### src/hdl/priority_sound_effect_player_core_assert.svh
// Assertion macros for the sound-effect player core.
// Expects clk and rst_n in the scope of the including module.
`ifndef PRIORITY_SOUND_EFFECT_PLAYER_CORE_ASSERT_SVH
`define PRIORITY_SOUND_EFFECT_PLAYER_CORE_ASSERT_SVH

// same-cycle implication
`define PSEP_ASSERT_NOW(lbl, ante, cons, msg) \
    lbl: assert property (@(posedge clk) disable iff (!rst_n) (ante) |-> (cons)) \
        else $error(msg);

// next-cycle implication
`define PSEP_ASSERT_NEXT(lbl, ante, cons, msg) \
    lbl: assert property (@(posedge clk) disable iff (!rst_n) (ante) |=> (cons)) \
        else $error(msg);

`endif

### src/hdl/psep_ram.sv
// Generic simple dual-port RAM: one write port, one read port, registered read.
// Read data holds until the next enabled read. No dependencies.
module psep_ram #(
    parameter int WIDTH = 8,
    parameter int DEPTH = 256
) (
    input  logic                             clk,
    input  logic                             we,
    input  logic [$clog2(DEPTH)-1:0]         waddr,
    input  logic [WIDTH-1:0]                 wdata,
    input  logic                             re,
    input  logic [$clog2(DEPTH)-1:0]         raddr,
    output logic [WIDTH-1:0]                 rdata
);

    logic [WIDTH-1:0] mem [DEPTH];
    logic [WIDTH-1:0] rdata_reg;

    always_ff @(posedge clk)
    begin
        if (we)
        begin
            mem[waddr] <= wdata;
        end
        if (re)
        begin
            rdata_reg <= mem[raddr];
        end
    end

    assign rdata = rdata_reg;

endmodule

### config.mk
export PLATFORM = sky130hd
export DESIGN_NAME = psep_ram
export DESIGN_NICKNAME = d
export VERILOG_FILES = /design/src/hdl/priority_sound_effect_player_core_assert.svh /design/src/hdl/psep_ram.sv
export SDC_FILE = /design/constraint.sdc
export NUM_CORES = 2
export LEC_CHECK = 0
export ABC_AREA = 1
export BUFFER_PORTS_ARGS = -buffer_cell sky130_fd_sc_hd__buf_2
export CAP_MARGIN = 10
export CELL_PAD_IN_SITES_DETAIL_PLACEMENT = 2
export CELL_PAD_IN_SITES_GLOBAL_PLACEMENT = 2
export CORE_ASPECT_RATIO = 1.5
export CORE_MARGIN = 1.5
export CORE_UTILIZATION = 40
export CTS_CLUSTER_SIZE = 12
export DETAILED_ROUTE_END_ITERATION = 16
export GPL_TIMING_DRIVEN = 0
export PLACE_DENSITY = 0.83
export SKIP_CTS_REPAIR_TIMING = 1
export SYNTH_ARGS = -nofsm -noshare
export SYNTH_HDL_FRONTEND = slang
export SYNTH_SLANG_ARGS = --single-unit
### constraint.sdc
create_clock -name clk -period 1.59 [get_ports clk]
set_input_delay 0.0795 -clock clk [delete_from_list [all_inputs] [get_ports clk]]
set_output_delay 0.0795 -clock clk [all_outputs]
set_load 0.03 [all_outputs]
* Yosys cells after proc, flatten, opt, wreduce, memory -nomap -nowiden
Memory sizes are Yosys's and may differ from the RTL's. A register that Yosys moved wholly into a read port is not among the register bits.
Index checks and enable logic that the tools add are counted.
** Word-level totals
- Memories kept :: 1
- Register bits :: 0
- Bits in writable memories :: 2048
- Logic and storage cells :: 3
- Latch bits :: 0
- Bits in read-only memories :: 0
** Cells by class
- Divide/modulo/power cells :: 0
- Muxes and demuxes :: 2
- Order comparisons :: 0
- Multipliers :: 0
- Equal/unequal tests :: 0
- Reductions and logical operators :: 0
- Shift operators :: 0
- Bitwise operators :: 0
- Add/subtract/negate cells :: 0
** Memory list
- mem :: words 256, bits a word 8, rd ports 1, clocked after Yosys merged registers in 1, wr ports 1, line psep_ram.sv:16 : logic [WIDTH-1:0] mem [DEPTH];
** Operators by type and width (number)
- 1-bit 2-to-1 mux :: 2

* Depth between registers and ports, before layout
- Depth in word-level cells :: 2
- Mapped depth :: 15
- Mapped depth without buffers :: 11

* Least setup slack after synthesis
No wires, ideal clock.
- Path kind :: input-to-reg
- Start point :: input we
- End point :: memory mem[162][0] (enable)
- Arrival :: 1.201 ns
- Library setup time :: 0.370 ns
- Required time :: 1.220 ns
- Cell stages on the path :: 4
- Setup slack :: 0.019 ns
- Cell sequence :: clkbuf_1 > nand3_1 > clkbuf_1 > nor2_1
** On the way
- Longest elaborated chain between the ends :: 2
** RTL lines
- from (decl) :: line psep_ram.sv:8 : input logic we,
- 1-bit 2-to-1 mux :: line psep_ram.sv:21 : if (we)
- 1-bit 2-to-1 mux (not written as such) :: line psep_ram.sv:23 : mem[waddr] <= wdata;
- to (decl) :: line psep_ram.sv:16
Every way passes these cells.

==> impl_metrics.yaml <==
run_status:
  outcome: "finished with violations"
  violations: "negative hold slack, negative setup slack"
drt:
  drt-wirelength-per-cell_um: 44.4
  drt_iter0_drc: 8874
  vias_per_cell: 6.67
  drc: 0
  wl_mm: 452
  first_pass_iters: 6
  vias: 67900
  ant_nets: 0
worst_setup_path:
  path_buf_inv: 4
  max_stage_delay_ns: 0.64
  cp_top_family: "buffers and inverters"
  timing.rr.start: "mem[105][5]"
  path_cells: "buf_2 > clkbuf_2 > buf_8 > clkbuf_2 > nand3_1 > nand3_1 > nand3_1 > nand3_2 > nand3_4 > nand2_4 > nand2_1 > nand2_2"
  crit_path_end_kind: "flip-flop"
  reg2reg_to: "rdata[5]"
  cp_slowest_cell: "clkbuf_2"
  ff2ff_path_depth: 10
  path_class: "in -> reg"
  rrSetupSlack_ns: -0.61
  cp_common_cell: "nand3_1"
  startpoint_type: "primary input"
  cp_max_fo: 10
  crit_required_ns: 2.39
  cp_data_arrival_time_ns: 3.07
clock_tree:
  cts.clk_slew.worst_paths_ns: 0.06
  cts_buffers: 208
  cts_tree: "built"
  ctsHtreeMaxLevel: 4
  clkLatencyLatePin_ns: 0.96
  root_buffer: "clkbuf_16"
  clock-sinks: 2056
  clock_tree.buffer_depth: 4
layout:
  fill_cells: 20300
  final_nets: 7410
  final_common_cell: "nand2_1"
  final_cell_mix: "2,096 x nand2_1, 2,056 x edfxtp_1, 1,881 x nand3_1, 210 x buf_2, 210 x clkbuf_16"
  drive_gt1_share_pct: 15.9
  largest_register_ff_count: 2048
  area_delta_synth_final_pct: 16.4
  fin_util_pct: 46.8
  layout.cells.non_filler: 10200
synth:
  postSynthAreaPerCell_um2: 11.9
  syn_area_mm2: 0.0835
  yosysSeqAreaShare_pct: 74.0
  ys_ff_latch: 2056
  synth_cells: 7003
  yosys_warnings: 0
  synthesis.nets: 7030
  synth_cell_types: 13
global_routing:
  grt_overflow: 0
  grt_start_max_net_pins: 133
  antenna_found_initial: 33
  grt_pass1_wl_mm: 592
  track_usage_pct: 41.4
  grt_pass1_vias: 71300
floorplanning:
  fp.coreArea_mm2: 0.208
  die_w_um: 376
  die_y_um: 562
  dieArea_mm2: 0.211
  start_util_pct: 40.2
  fp-row-count: 205
  top_level_ports: 35
sta:
  finalCritPeriodShare_pct: 143
  slew_headroom_pct: 5.74
  setup_viol: 647
  drv_slew: 0
  worstMarginPinSlew_ns: 1.41
  timing.hold.ws_ns: -0.333
  post-route-worst-setup-slack_ns: -0.682
  min_period_ns: 2.27
  fin_skew_ns: 0.0973
  rsz0062_at_grt: "true"
  hold_violations: 15
  max_freq_ghz: 0.440
job:
  cap_violations: 0
pwr:
  ir_drop_mv: 1.06
  power_leakage_uw: 0.0338
  power_density_mw_per_mm2: 1200
  p_total_uw: 117000
placed_design:
  gp_congestion: 1.02
  dpl.cell_count: 9793
  port_buffers: 27
  place_hpwl_mm: 306
min_path:
  hold_start: "raddr[7]"
  min_to: "rdata[0]"
  min_path_cells: 3
  hp-class: "in -> reg"
[worst max path at each step]
stage | slack, ns | end | depth (start not counted) | start
final | -0.68 | rdata[3] | 12 | raddr[2]
after global routing | -0.58 | rdata[6] | 9 | raddr[4]
after CTS | -1.38 | rdata[2] | 12 | raddr[1]
after detailed placement | -2.24 | rdata[6] | 11 | raddr[3]
after global placement | -3.47 | mem[70][2] | 1 | wdata[2]
after floorplan | 0.02 | mem[162][0] | 4 | we
[kinds of logic after synthesis]
kind of cell  after synthesis  share of synthesized area [%]
flops                    2056                           74.0
buf+inv                   522                           3.12
simple gates             4425                           22.9
[cell usage after synthesis (all sizes together)]
library cell  instances  area, µm²
inv                  39        149
nand2              2123       7970
edfxtp             2056      61700
buf                 371       2030
nand3              2019      10100
nor2                283       1060
clkbuf              112        420
[worst reg2reg max path: cells and delay by family, from the launching register on]
| kind | cells | cell delay [ns] |
|---|---|---|
| flip-flops | 1 | 0.44 |
| AND/OR/NAND/NOR | 10 | 1.48 |
[area by class of cell]
type	count	area [µm²]	share of cell area [%]
clock inverters	44	308	0.317
inverters	39	153	0.157
repair buffers	170	2150	2.22
plain buffers	483	2900	2.98
clock buffers	256	5410	5.57
multi-input cells	4425	21100	21.7
diodes	19	47.5	0.0489
flip-flops and latches	2056	61700	63.6
well taps	2691	3370	3.47
[through the flow]
| step | hold WS (ns) | area (µm²) | setup WS, ns | setup TNS, ns |
|---|---|---|---|---|
| after floorplan | 0.178 | 83500 | 0.0190 | 0 |
| after global placement | 0.409 | 87000 | -3.47 | -8902.01 |
| after detailed placement | 0.425 | 88200 | -2.24 | -2400.22 |
| after CTS | -0.532 | 93900 | -1.38 | -602.86 |
| after global routing | -0.311 | 97100 | -0.580 | -26.17 |
| final | -0.333 | 97100 | -0.682 | -47.27 |
[power breakdown]
| part | internal (µW) | switching, µW | total [µW] |
|---|---|---|---|
| Clock | 24100 | 22300 | 46300 |
| Sequential | 59800 | 51.9 | 59800 |
| Combinational | 2070 | 8550 | 10600 |
[metal layers]
metal | wire [µm] | vias up | track usage [%]
met4 | 57900 | 20 | 41.5
met1 | 140000 | 34500 | 42.1
met5 | 133 | - | 0
li1 | - | 25600 | -
met2 | 210000 | 5461 | 67.5
met3 | 44000 | 2330 | 11.1
No activity file was read; power rests on OpenSTA's default activity.
